### src/sv/random_waypoint_mobility_step_macros.svh
// Assertion macros used by the RTL
`ifndef RANDOM_WAYPOINT_MOBILITY_STEP_MACROS_SVH
`define RANDOM_WAYPOINT_MOBILITY_STEP_MACROS_SVH

// cond must never hold while out of reset
`define RWM_ASSERT_NEVER(lbl, cond, msg) \
    lbl: assert property (@(posedge clk) disable iff (!rst_n) !(cond)) else $error(msg);

// ante implies cons in the same cycle
`define RWM_ASSERT_IMPLY(lbl, ante, cons, msg) \
    lbl: assert property (@(posedge clk) disable iff (!rst_n) (ante) |-> (cons)) else $error(msg);

`endif

### src/sv/rwm_pkg.sv
`timescale 1ns / 1ps
package rwm_pkg;

    localparam int POS_W    = 32;
    localparam int DELTA_W  = 20;
    localparam int SPEED_W  = 26;
    localparam int PAUSE_W  = 32;
    localparam int RAD_W    = 16;
    localparam int SUM_W    = 65;
    localparam int ROOT_W   = 33;
    localparam int FRAC_W   = 16;
    localparam int UNIT_W   = 17;
    localparam int STEP_W   = 30;
    localparam int PROD_W   = 64;

    localparam logic [RAD_W-1:0] RADIUS_RESET = 16'd6554;

    typedef enum logic [3:0] {
        ST_IDLE,
        ST_STEP,
        ST_MX,
        ST_MY,
        ST_SUM,
        ST_ROOT,
        ST_DIVX,
        ST_MULX,
        ST_MVX,
        ST_DIVY,
        ST_MULY,
        ST_MVY,
        ST_DONE
    } state_t;

endpackage

### src/sv/rwm_in_if.sv
`timescale 1ns / 1ps
interface rwm_in_if;
    logic               valid;
    logic               ready;
    logic [19:0]        delta_t;
    logic signed [31:0] new_dest_x;
    logic signed [31:0] new_dest_y;
    logic [25:0]        new_speed;
    logic [31:0]        new_pause;

    modport source (output valid, delta_t, new_dest_x, new_dest_y, new_speed, new_pause,
                    input ready);
    modport sink (input valid, delta_t, new_dest_x, new_dest_y, new_speed, new_pause,
                  output ready);
endinterface

### src/sv/rwm_out_if.sv
`timescale 1ns / 1ps
interface rwm_out_if;
    logic               valid;
    logic               ready;
    logic signed [31:0] pos_x;
    logic signed [31:0] pos_y;
    logic               is_moving;
    logic               took_pause_draw;
    logic               took_leg_draw;

    modport source (output valid, pos_x, pos_y, is_moving, took_pause_draw, took_leg_draw,
                    input ready);
    modport sink (input valid, pos_x, pos_y, is_moving, took_pause_draw, took_leg_draw,
                  output ready);
endinterface

### src/sv/rwm_isqrt.sv
`timescale 1ns / 1ps
module rwm_isqrt (
    input  logic                       clk,
    input  logic                       rst_n,
    input  logic                       start,
    input  logic [rwm_pkg::SUM_W-1:0]  radicand,
    output logic                       done,
    output logic [rwm_pkg::ROOT_W-1:0] root
);
    import rwm_pkg::*;

    localparam int RAD2_W = 2 * ROOT_W;
    localparam int REM_W  = ROOT_W + 3;
    localparam int CNT_W  = $clog2(ROOT_W);

    logic [RAD2_W-1:0] rad_reg, rad_next;
    logic [REM_W-1:0]  rem_reg, rem_next;
    logic [ROOT_W-1:0] root_reg, root_next;
    logic [CNT_W-1:0]  cnt_reg, cnt_next;
    logic              run_reg, run_next;
    logic              done_reg, done_next;
    logic [REM_W-1:0]  rem_sh;
    logic [REM_W-1:0]  trial;
    logic              ge;

    always_comb
    begin
        rem_sh    = {rem_reg[REM_W-3:0], rad_reg[RAD2_W-1 -: 2]};
        trial     = {1'b0, root_reg, 2'b01};
        ge        = (rem_sh >= trial);
        rad_next  = rad_reg;
        rem_next  = rem_reg;
        root_next = root_reg;
        cnt_next  = cnt_reg;
        run_next  = run_reg;
        done_next = 1'b0;
        if (start)
        begin
            rad_next  = {{(RAD2_W - SUM_W){1'b0}}, radicand};
            rem_next  = '0;
            root_next = '0;
            cnt_next  = CNT_W'(ROOT_W - 1);
            run_next  = 1'b1;
        end
        else if (run_reg)
        begin
            rad_next  = {rad_reg[RAD2_W-3:0], 2'b00};
            rem_next  = ge ? (rem_sh - trial) : rem_sh;
            root_next = {root_reg[ROOT_W-2:0], ge};
            cnt_next  = cnt_reg - 1'b1;
            if (cnt_reg == '0)
            begin
                run_next  = 1'b0;
                done_next = 1'b1;
            end
        end
    end

    always_ff @(posedge clk or negedge rst_n)
    begin
        if (!rst_n)
        begin
            run_reg  <= 1'b0;
            done_reg <= 1'b0;
            cnt_reg  <= '0;
        end
        else
        begin
            run_reg  <= run_next;
            done_reg <= done_next;
            cnt_reg  <= cnt_next;
        end
    end

    always_ff @(posedge clk)
    begin
        rad_reg  <= rad_next;
        rem_reg  <= rem_next;
        root_reg <= root_next;
    end

    assign done = done_reg;
    assign root = root_reg;
endmodule

### src/sv/rwm_div.sv
`timescale 1ns / 1ps
module rwm_div (
    input  logic                       clk,
    input  logic                       rst_n,
    input  logic                       start,
    input  logic [rwm_pkg::POS_W-1:0]  num,
    input  logic [rwm_pkg::ROOT_W-1:0] den,
    output logic                       done,
    output logic [rwm_pkg::UNIT_W-1:0] quo
);
    import rwm_pkg::*;

    localparam int REM_W = POS_W + FRAC_W;
    localparam int DV_W  = ROOT_W + FRAC_W;
    localparam int CNT_W = $clog2(UNIT_W);

    logic [REM_W-1:0]  rem_reg, rem_next;
    logic [DV_W-1:0]   dv_reg, dv_next;
    logic [UNIT_W-1:0] q_reg, q_next;
    logic [CNT_W-1:0]  cnt_reg, cnt_next;
    logic              run_reg, run_next;
    logic              done_reg, done_next;
    logic              ge;

    always_comb
    begin
        ge        = ({{(DV_W - REM_W){1'b0}}, rem_reg} >= dv_reg);
        rem_next  = rem_reg;
        dv_next   = dv_reg;
        q_next    = q_reg;
        cnt_next  = cnt_reg;
        run_next  = run_reg;
        done_next = 1'b0;
        if (start)
        begin
            rem_next = {num, {FRAC_W{1'b0}}};
            dv_next  = {den, {FRAC_W{1'b0}}};
            q_next   = '0;
            cnt_next = CNT_W'(UNIT_W - 1);
            run_next = 1'b1;
        end
        else if (run_reg)
        begin
            if (ge)
            begin
                rem_next = rem_reg - dv_reg[REM_W-1:0];
            end
            q_next   = {q_reg[UNIT_W-2:0], ge};
            dv_next  = dv_reg >> 1;
            cnt_next = cnt_reg - 1'b1;
            if (cnt_reg == '0)
            begin
                run_next  = 1'b0;
                done_next = 1'b1;
            end
        end
    end

    always_ff @(posedge clk or negedge rst_n)
    begin
        if (!rst_n)
        begin
            run_reg  <= 1'b0;
            done_reg <= 1'b0;
            cnt_reg  <= '0;
        end
        else
        begin
            run_reg  <= run_next;
            done_reg <= done_next;
            cnt_reg  <= cnt_next;
        end
    end

    always_ff @(posedge clk)
    begin
        rem_reg <= rem_next;
        dv_reg  <= dv_next;
        q_reg   <= q_next;
    end

    assign done = done_reg;
    assign quo  = q_reg;
endmodule

### src/sv/random_waypoint_mobility_step.sv
// Random waypoint mobility, one node, Q16.16. Each tick beat on tick yields one result beat.
// A paused tick goes to DONE. A moving tick runs a bit-serial square root of 33 steps on the
// distance; if the step is shorter, a restoring divider of 17 steps runs twice (unit x, then
// y) and the root reruns after the move. One shared 32x32 multiplier forms speed times
// delta, the squares and the move lengths. tick.ready is high only between ticks; a finished
// result may wait in the output register while the next tick is taken. The user must write
// arrival_radius via cfg_wr_en/cfg_wr_data between ticks; the block does not enforce it.
`timescale 1ns / 1ps
`include "random_waypoint_mobility_step_macros.svh"
module random_waypoint_mobility_step (
    input  logic                      clk,
    input  logic                      rst_n,
    input  logic                      cfg_wr_en,
    input  logic [rwm_pkg::RAD_W-1:0] cfg_wr_data,
    rwm_in_if.sink                    tick,
    rwm_out_if.source                 result
);
    import rwm_pkg::*;

    state_t state_reg, state_next;

    logic                      phase_reg, phase_next;
    logic                      moving_reg, moving_next;
    logic signed [PAUSE_W:0]   pause_reg, pause_next;
    logic signed [POS_W-1:0]   px_reg, px_next, py_reg, py_next;
    logic signed [POS_W-1:0]   tx_reg, tx_next, ty_reg, ty_next;
    logic [SPEED_W-1:0]        speed_reg, speed_next;
    logic [RAD_W-1:0]          radius_reg, radius_next;
    logic [DELTA_W-1:0]        delta_reg, delta_next;
    logic [PAUSE_W-1:0]        pin_reg, pin_next;
    logic [POS_W-1:0]          ax_reg, ax_next, ay_reg, ay_next;
    logic                      negx_reg, negx_next, negy_reg, negy_next;
    logic [STEP_W-1:0]         step_reg, step_next;
    logic [SUM_W-1:0]          sum_reg, sum_next;
    logic [ROOT_W-1:0]         dist_reg, dist_next;
    logic [UNIT_W-1:0]         unit_reg, unit_next;
    logic [PROD_W-1:0]         prod_reg, prod_next;
    logic                      tp_reg, tp_next, tl_reg, tl_next;

    logic                      ov_reg, ov_next;
    logic signed [POS_W-1:0]   opx_reg, opx_next, opy_reg, opy_next;
    logic                      om_reg, om_next, otp_reg, otp_next, otl_reg, otl_next;

    logic [POS_W-1:0]          mul_a, mul_b;
    logic signed [POS_W:0]     dx, dy;
    logic signed [PAUSE_W:0]   pause_dec;
    logic                      sq_start, sq_done;
    logic [SUM_W-1:0]          sq_rad;
    logic [ROOT_W-1:0]         sq_root;
    logic                      dv_start, dv_done;
    logic [POS_W-1:0]          dv_num;
    logic [ROOT_W-1:0]         dv_den;
    logic [UNIT_W-1:0]         dv_quo;
    logic [POS_W-2:0]          mv;
    logic                      neg_sel;
    logic signed [POS_W-1:0]   pos_sel;
    logic signed [POS_W+1:0]   pos_sum;
    logic signed [POS_W-1:0]   pos_sat;
    logic                      arrive;
    logic                      load_out;

    rwm_isqrt u_isqrt (
        .clk      (clk),
        .rst_n    (rst_n),
        .start    (sq_start),
        .radicand (sq_rad),
        .done     (sq_done),
        .root     (sq_root)
    );

    rwm_div u_div (
        .clk   (clk),
        .rst_n (rst_n),
        .start (dv_start),
        .num   (dv_num),
        .den   (dv_den),
        .done  (dv_done),
        .quo   (dv_quo)
    );

    always_comb
    begin
        dx        = {tx_reg[POS_W-1], tx_reg} - {px_reg[POS_W-1], px_reg};
        dy        = {ty_reg[POS_W-1], ty_reg} - {py_reg[POS_W-1], py_reg};
        pause_dec = pause_reg - $signed({{(PAUSE_W + 1 - DELTA_W){1'b0}}, tick.delta_t});
        mv        = prod_reg[FRAC_W +: POS_W-1];
        neg_sel   = (state_reg == ST_MVX) ? negx_reg : negy_reg;
        pos_sel   = (state_reg == ST_MVX) ? px_reg : py_reg;
        if (neg_sel)
        begin
            pos_sum = {{2{pos_sel[POS_W-1]}}, pos_sel} - $signed({3'b000, mv});
        end
        else
        begin
            pos_sum = {{2{pos_sel[POS_W-1]}}, pos_sel} + $signed({3'b000, mv});
        end
        if (pos_sum[POS_W+1:POS_W-1] == 3'b000 || pos_sum[POS_W+1:POS_W-1] == 3'b111)
        begin
            pos_sat = pos_sum[POS_W-1:0];
        end
        else if (pos_sum[POS_W+1])
        begin
            pos_sat = {1'b1, {(POS_W-1){1'b0}}};
        end
        else
        begin
            pos_sat = {1'b0, {(POS_W-1){1'b1}}};
        end

        mul_a = '0;
        mul_b = '0;
        unique case (state_reg)
            ST_STEP:
            begin
                mul_a = {{(POS_W - SPEED_W){1'b0}}, speed_reg};
                mul_b = {{(POS_W - DELTA_W){1'b0}}, delta_reg};
            end
            ST_MX:
            begin
                mul_a = ax_reg;
                mul_b = ax_reg;
            end
            ST_MY:
            begin
                mul_a = ay_reg;
                mul_b = ay_reg;
            end
            ST_MULX, ST_MULY:
            begin
                mul_a = {{(POS_W - UNIT_W){1'b0}}, unit_reg};
                mul_b = {{(POS_W - STEP_W){1'b0}}, step_reg};
            end
            default:
            begin
                mul_a = '0;
                mul_b = '0;
            end
        endcase
        prod_next = mul_a * mul_b;

        sq_start = (state_reg == ST_SUM);
        sq_rad   = sum_reg + {1'b0, prod_reg};
        dv_start = 1'b0;
        dv_num   = (state_reg == ST_ROOT) ? ax_reg : ay_reg;
        dv_den   = (state_reg == ST_ROOT) ? sq_root : dist_reg;
        arrive   = 1'b0;
        load_out = 1'b0;

        state_next  = state_reg;
        phase_next  = phase_reg;
        moving_next = moving_reg;
        pause_next  = pause_reg;
        px_next     = px_reg;
        py_next     = py_reg;
        tx_next     = tx_reg;
        ty_next     = ty_reg;
        speed_next  = speed_reg;
        delta_next  = delta_reg;
        pin_next    = pin_reg;
        ax_next     = ax_reg;
        ay_next     = ay_reg;
        negx_next   = negx_reg;
        negy_next   = negy_reg;
        step_next   = step_reg;
        sum_next    = sum_reg;
        dist_next   = dist_reg;
        unit_next   = unit_reg;
        tp_next     = tp_reg;
        tl_next     = tl_reg;
        radius_next = cfg_wr_en ? cfg_wr_data : radius_reg;

        unique case (state_reg)
            ST_IDLE:
            begin
                if (tick.valid)
                begin
                    delta_next = tick.delta_t;
                    pin_next   = tick.new_pause;
                    phase_next = 1'b0;
                    tp_next    = 1'b0;
                    tl_next    = 1'b0;
                    if (moving_reg)
                    begin
                        state_next = ST_STEP;
                    end
                    else
                    begin
                        pause_next = pause_dec;
                        if (pause_dec[PAUSE_W] || pause_dec == '0)
                        begin
                            moving_next = 1'b1;
                            tx_next     = tick.new_dest_x;
                            ty_next     = tick.new_dest_y;
                            speed_next  = tick.new_speed;
                            tl_next     = 1'b1;
                        end
                        state_next = ST_DONE;
                    end
                end
            end
            ST_STEP:
            begin
                negx_next  = dx[POS_W];
                negy_next  = dy[POS_W];
                ax_next    = dx[POS_W] ? POS_W'(-dx) : dx[POS_W-1:0];
                ay_next    = dy[POS_W] ? POS_W'(-dy) : dy[POS_W-1:0];
                state_next = ST_MX;
            end
            ST_MX:
            begin
                if (!phase_reg)
                begin
                    step_next = prod_reg[FRAC_W +: STEP_W];
                end
                state_next = ST_MY;
            end
            ST_MY:
            begin
                sum_next   = {1'b0, prod_reg};
                state_next = ST_SUM;
            end
            ST_SUM:
            begin
                state_next = ST_ROOT;
            end
            ST_ROOT:
            begin
                if (sq_done)
                begin
                    if (!phase_reg)
                    begin
                        dist_next = sq_root;
                        if ({3'b000, step_reg} >= sq_root)
                        begin
                            px_next    = tx_reg;
                            py_next    = ty_reg;
                            arrive     = 1'b1;
                            state_next = ST_DONE;
                        end
                        else
                        begin
                            dv_start   = 1'b1;
                            state_next = ST_DIVX;
                        end
                    end
                    else
                    begin
                        arrive     = (sq_root < {{(ROOT_W - RAD_W){1'b0}}, radius_reg});
                        state_next = ST_DONE;
                    end
                end
            end
            ST_DIVX:
            begin
                if (dv_done)
                begin
                    unit_next  = dv_quo;
                    state_next = ST_MULX;
                end
            end
            ST_MULX:
            begin
                state_next = ST_MVX;
            end
            ST_MVX:
            begin
                px_next    = pos_sat;
                dv_start   = 1'b1;
                state_next = ST_DIVY;
            end
            ST_DIVY:
            begin
                if (dv_done)
                begin
                    unit_next  = dv_quo;
                    state_next = ST_MULY;
                end
            end
            ST_MULY:
            begin
                state_next = ST_MVY;
            end
            ST_MVY:
            begin
                py_next    = pos_sat;
                phase_next = 1'b1;
                state_next = ST_STEP;
            end
            ST_DONE:
            begin
                if (!ov_reg || result.ready)
                begin
                    load_out   = 1'b1;
                    state_next = ST_IDLE;
                end
            end
            default:
            begin
                state_next = ST_IDLE;
            end
        endcase

        if (arrive)
        begin
            moving_next = 1'b0;
            pause_next  = $signed({1'b0, pin_reg});
            tp_next     = 1'b1;
        end

        ov_next  = load_out ? 1'b1 : (result.ready ? 1'b0 : ov_reg);
        opx_next = load_out ? px_reg : opx_reg;
        opy_next = load_out ? py_reg : opy_reg;
        om_next  = load_out ? moving_reg : om_reg;
        otp_next = load_out ? tp_reg : otp_reg;
        otl_next = load_out ? tl_reg : otl_reg;
    end

    always_ff @(posedge clk or negedge rst_n)
    begin
        if (!rst_n)
        begin
            state_reg  <= ST_IDLE;
            phase_reg  <= 1'b0;
            moving_reg <= 1'b0;
            pause_reg  <= '0;
            px_reg     <= '0;
            py_reg     <= '0;
            tx_reg     <= '0;
            ty_reg     <= '0;
            speed_reg  <= '0;
            radius_reg <= RADIUS_RESET;
            ov_reg     <= 1'b0;
        end
        else
        begin
            state_reg  <= state_next;
            phase_reg  <= phase_next;
            moving_reg <= moving_next;
            pause_reg  <= pause_next;
            px_reg     <= px_next;
            py_reg     <= py_next;
            tx_reg     <= tx_next;
            ty_reg     <= ty_next;
            speed_reg  <= speed_next;
            radius_reg <= radius_next;
            ov_reg     <= ov_next;
        end
    end

    always_ff @(posedge clk)
    begin
        delta_reg <= delta_next;
        pin_reg   <= pin_next;
        ax_reg    <= ax_next;
        ay_reg    <= ay_next;
        negx_reg  <= negx_next;
        negy_reg  <= negy_next;
        step_reg  <= step_next;
        sum_reg   <= sum_next;
        dist_reg  <= dist_next;
        unit_reg  <= unit_next;
        prod_reg  <= prod_next;
        tp_reg    <= tp_next;
        tl_reg    <= tl_next;
        opx_reg   <= opx_next;
        opy_reg   <= opy_next;
        om_reg    <= om_next;
        otp_reg   <= otp_next;
        otl_reg   <= otl_next;
    end

    assign tick.ready             = (state_reg == ST_IDLE);
    assign result.valid           = ov_reg;
    assign result.pos_x           = opx_reg;
    assign result.pos_y           = opy_reg;
    assign result.is_moving       = om_reg;
    assign result.took_pause_draw = otp_reg;
    assign result.took_leg_draw   = otl_reg;

    `RWM_ASSERT_IMPLY(a_load_from_done, $rose(ov_reg), $past(state_reg == ST_DONE), "result without finished tick")
    `RWM_ASSERT_NEVER(a_one_draw, ov_reg && otp_reg && otl_reg, "both draws taken in one tick")
    `RWM_ASSERT_IMPLY(a_leg_moves, ov_reg && otl_reg, om_reg, "leg draw but not moving")
    `RWM_ASSERT_IMPLY(a_pause_stops, ov_reg && otp_reg, !om_reg, "pause draw but still moving")
endmodule

### src/flat_wrapper.sv
// flat-port wrapper written by rule: the top's interface ports become plain ports
module random_waypoint_mobility_step_flat import rwm_pkg::*;
  (clk, rst_n, cfg_wr_en, cfg_wr_data, tick_valid, tick_delta_t, tick_new_dest_x, tick_new_dest_y, tick_new_speed, tick_new_pause, tick_ready, result_valid, result_pos_x, result_pos_y, result_is_moving, result_took_pause_draw, result_took_leg_draw, result_ready);
  rwm_in_if tick_i ();
  rwm_out_if result_i ();
  input  logic clk;
  input  logic rst_n;
  input  logic cfg_wr_en;
  input  logic [rwm_pkg::RAD_W-1:0] cfg_wr_data;
  input wire logic [$bits(tick_i.valid)-1:0] tick_valid;
  input wire logic [$bits(tick_i.delta_t)-1:0] tick_delta_t;
  input wire logic [$bits(tick_i.new_dest_x)-1:0] tick_new_dest_x;
  input wire logic [$bits(tick_i.new_dest_y)-1:0] tick_new_dest_y;
  input wire logic [$bits(tick_i.new_speed)-1:0] tick_new_speed;
  input wire logic [$bits(tick_i.new_pause)-1:0] tick_new_pause;
  output wire logic [$bits(tick_i.ready)-1:0] tick_ready;
  output wire logic [$bits(result_i.valid)-1:0] result_valid;
  output wire logic [$bits(result_i.pos_x)-1:0] result_pos_x;
  output wire logic [$bits(result_i.pos_y)-1:0] result_pos_y;
  output wire logic [$bits(result_i.is_moving)-1:0] result_is_moving;
  output wire logic [$bits(result_i.took_pause_draw)-1:0] result_took_pause_draw;
  output wire logic [$bits(result_i.took_leg_draw)-1:0] result_took_leg_draw;
  input wire logic [$bits(result_i.ready)-1:0] result_ready;
  assign tick_i.valid = tick_valid;
  assign tick_i.delta_t = tick_delta_t;
  assign tick_i.new_dest_x = tick_new_dest_x;
  assign tick_i.new_dest_y = tick_new_dest_y;
  assign tick_i.new_speed = tick_new_speed;
  assign tick_i.new_pause = tick_new_pause;
  assign tick_ready = tick_i.ready;
  assign result_valid = result_i.valid;
  assign result_pos_x = result_i.pos_x;
  assign result_pos_y = result_i.pos_y;
  assign result_is_moving = result_i.is_moving;
  assign result_took_pause_draw = result_i.took_pause_draw;
  assign result_took_leg_draw = result_i.took_leg_draw;
  assign result_i.ready = result_ready;
  random_waypoint_mobility_step u_core (.clk(clk), .rst_n(rst_n), .cfg_wr_en(cfg_wr_en), .cfg_wr_data(cfg_wr_data), .tick(tick_i), .result(result_i));
endmodule
### config.mk
export PLATFORM = sky130hd
export DESIGN_NAME = random_waypoint_mobility_step_flat
export DESIGN_NICKNAME = d
export VERILOG_FILES = /design/src/sv/rwm_pkg.sv /design/src/sv/rwm_in_if.sv /design/src/sv/rwm_out_if.sv /design/src/sv/rwm_isqrt.sv /design/src/sv/rwm_div.sv /design/src/sv/random_waypoint_mobility_step.sv /design/src/flat_wrapper.sv
export VERILOG_INCLUDE_DIRS = /design/src /design/src/sv
export SDC_FILE = /design/constraint.sdc
export NUM_CORES = 2
export LEC_CHECK = 0
export BUFFER_PORTS_ARGS = -buffer_cell sky130_fd_sc_hd__buf_2
export CORE_MARGIN = 8
export CORE_UTILIZATION = 55
export CTS_CLUSTER_DIAMETER = 50
export DETAILED_ROUTE_END_ITERATION = 10
export PLACE_DENSITY = 0.72
export SYNTH_ARGS = -nofsm -noshare
export SYNTH_HDL_FRONTEND = slang
export SYNTH_SLANG_ARGS = --single-unit
export TNS_END_PERCENT = 100
### constraint.sdc
create_clock -name clk -period 22.5 [get_ports clk]
set_input_delay 1.125 -clock clk [delete_from_list [all_inputs] [get_ports clk]]
set_output_delay 1.125 -clock clk [all_outputs]
set_load 0.05 [all_outputs]
==> run_results.csv <==
group,metric,value,unit
synth,synth_area_leaders,"fa_1 (22%), edfxtp_1 (17%), ha_1 (8.7%), dfrtp_1 (6.6%), inv_1 (5.7%)",
run_status,violations,"design-rule violations, max-capacitance violations",
worst_setup_path,crit_type,"flip-flop to flip-flop",
pwr,comb_power_share,1.6,%
global_route,grt_pass1_wl,423000,µm
hold_path,min_path_type,"input port to asynchronous set/reset pin",
pwr,powerDensity,39.2,nW/µm²
worst_setup_path,crit_top_cell,"fa_1",
detailed_routing,wl_per_cell,26.1,µm
finish,areaGrowthSynthToFinish,9.11,%
detailed_routing,vias_per_cell,6.10,
sta,worst_pin_slew,1.50,ns
global_route,grt_max_degree,140,
detailed_routing,antenna_left,0,
detailed_routing,wl,285000,µm
pwr,p_switching,819,µW
floorplanning,fp-row-count,142,
worst_setup_path,cp-end-kind,"flip-flop",
floorplanning,dieArea,163000,µm²
pwr,swShare,23.2,%
placement,place_hpwl,220000,µm
synth,syn_inst,8694,
synth,ys.flop_type,"edfxtp_1",
clocking,clockRootBuffer,"clkbuf_16",
sta,finalWorstSetupSlack,10.31,ns
placement,pre_cts_ws,10.68,ns
sta,setup_violations,0,
worst_setup_path,cp.required,23.16,ns
placement,io_buffer_count,231,
synth,async_flop_share,26.0,%
sta,rsz0062_at_grt,"no",
clocking,cts_buffers,110,
floorplanning,fp.coreArea,149000,µm²
clocking,postCtsHoldBufs,0,
worst_setup_path,crit_fanout,60,
synth,ys_ff_latch,867,
worst_setup_path,r2r_setup_slack,10.31,ns
synth,synth_most_common_cell,"inv_1",
finish,fin_util,60.3,%
global_route,grt_pass1_vias,67400,
sta,slew_headroom,0.257,%
pwr,p_leak,0.0429,µW
clocking,clock_latency,0.75,ns
global_route,overflow,0,
synth,ys_top_cells_by_count,"inv_1 (1263), nand2_1 (903), fa_1 (901)",
worst_setup_path,r2r-start,"u_core.state_reg[0]$_DFFE_PN0P_",
worst_setup_path,slowest_stage,"a221o_1",
sta,max_freq,0.0821,GHz
sta,period_share,54.2,%
pwr,p_int,2720,µW
synth,yosysTopAreaCellShare,21.8,%
clocking,cts_buffer_depth,3,
synth,synth.distinct_cells,100,
worst_setup_path,r2r_end,"u_core.prod_reg[62]$_DFF_P_",
pwr,ir_worst_vdd,0.0706,mV
synth,ys_seq_area_share,28.0,%
detailed_routing,drtIter0Drc,6662,
global_route,track_usage,34.4,%
sta,drv_slew,0,
clocking,cts_setup_buffers,0,
worst_setup_path,crit_path_start_kind,"flip-flop",
sta,fin_tns_setup,0,ns
synth,synth_edf_count,460,
sta,skew,0.0521,ns
clocking,h-tree-depth,3,
sta,fin_crit,12.19,ns
placement,gp_congestion,1.02,
run_status,status,"finished, violations left",
synth,yosys_warnings,0,
floorplanning,initial_core_util,55.3,%
floorplanning,boundaryPins,232,
pwr,p_seq_share,47.0,%
worst_setup_path,r2r_cells,32,
sta,hold_viol,0,
clocking,cts_tree,"done",
synth,synth_top_area_cell,"fa_1",
clocking,clk_pin_slew,0.06,ns
clocking,cts_resized,0,
global_route,antenna_found_initial,9,
detailed_routing,num_vias,66500,
detailed_routing,drtPass1Iterations,11,
pwr,clkPwrFrac,51.4,%
detailed_routing,drc_errors,1,
finish,nets,10400,
floorplanning,die_h,403,µm
synth,synth_area,82600,µm²
worst_setup_path,slowest_delay,1.20,ns
synth,avgSynthCellArea,9.50,µm²
finish,drive_above_1_share,9.29,%
clocking,clkSinkCount,867,
finish,largest_register_ffs,66,
worst_setup_path,arrival,12.85,ns
synth,syn_nets,10300,
floorplanning,die_w,403,µm
job,cap_violations,1,
[worst max path at each step]
stage	startpoint	to	slack [ns]	cells after the start
floorplan	u_core.state_reg[2]$_DFFE_PN0P_	u_core.prod_reg[61]$_DFF_P_	11.22	32
finish	u_core.state_reg[0]$_DFFE_PN0P_	u_core.prod_reg[62]$_DFF_P_	10.31	32
detailed placement	u_core.state_reg[2]$_DFFE_PN0P_	u_core.prod_reg[61]$_DFF_P_	10.68	30
global placement	u_core.state_reg[2]$_DFFE_PN0P_	u_core.prod_reg[61]$_DFF_P_	10.84	30
CTS	u_core.state_reg[0]$_DFFE_PN0P_	u_core.prod_reg[62]$_DFF_P_	10.64	31
global route	u_core.state_reg[0]$_DFFE_PN0P_	u_core.prod_reg[48]$_DFF_P_	9.77	32
[power by group through the flow]
stage,combinational [µW],clock [µW],sequential [µW]
floorplan,22.0,0,1690
global placement,56.4,0,1690
detailed placement,57.8,0,1690
CTS,58.3,1840,1660
global route,63.5,1900,1660
finish,58.0,1820,1660
[final cells by class]
class                   instances  area [µm²]
diodes                          7        17.5
repair buffers                382        2310
well taps                    2016        2520
inverters                    1268        4760
multi-input cells            6162       53600
clock inverters                72         813
fillers                     12800       59300
flip-flops and latches        867       23100
clock buffers                 138        2990
[layer usage]
layer  routed length (µm)  global-route usage, %
met5                  262                  0.595
met2               124000                   52.1
met1               113000                   45.5
met3                29800                   9.12
met4                18900                   18.0
[per-stage QoR]
stage               total power [µW]  hold slack (ns)  instances  cell area (µm²)
floorplan                       1720            0.400       8694            82600
global placement                1750            0.408      10700            86300
detailed placement              1750            0.415      10700            86300
CTS                             3560            0.383      10900            90100
global route                    3620            0.426      10900            90100
finish                          3530            0.396      10900            90100
[critical path, delay by kind of cell, from the launching register on]
kind            cells  cell delay, ns
compound gates     12            4.91
xor+xnor            1            0.15
fa+ha+maj           9            4.04
buf+inv             7            1.37
flops               1            0.76
simple gates        3            0.78
[logic make-up (layout without fill, tap and decap cells)]
kind of cell	after synthesis	count (layout)	share of synthesized area, %
AO/OA/AOI/OAI	1616	1616	12.6
XOR/XNOR	392	392	4.17
adder cells (fa/ha/maj)	1478	1478	30.6
buffers and inverters	1665	1860	7.76
flip-flops	867	867	28.0
multiplexers	337	337	4.69
other	0	7	0
AND/OR/NAND/NOR	2339	2339	12.2
[cell usage in the layout (no fill, tap or decap), types with 61 or more instances in the layout]
master and n:
xnor2_1 222, buf_2 230, dfrtp_1 216, ha_1 575, a21oi_1 397, nand3_1 109, fa_1 901, xor2_1 169
o22ai_1 87, nand2_1 900, inv_1 1261, o21ai_0 363, nor3_1 72, mux2_4 90, a21o_1 239, nand4_1 61
dfxtp_1 182, buf_4 150, nor2_1 876, edfxtp_1 460, clkbuf_16 113, mux2i_1 206
No activity file was read; power rests on OpenSTA's default activity.
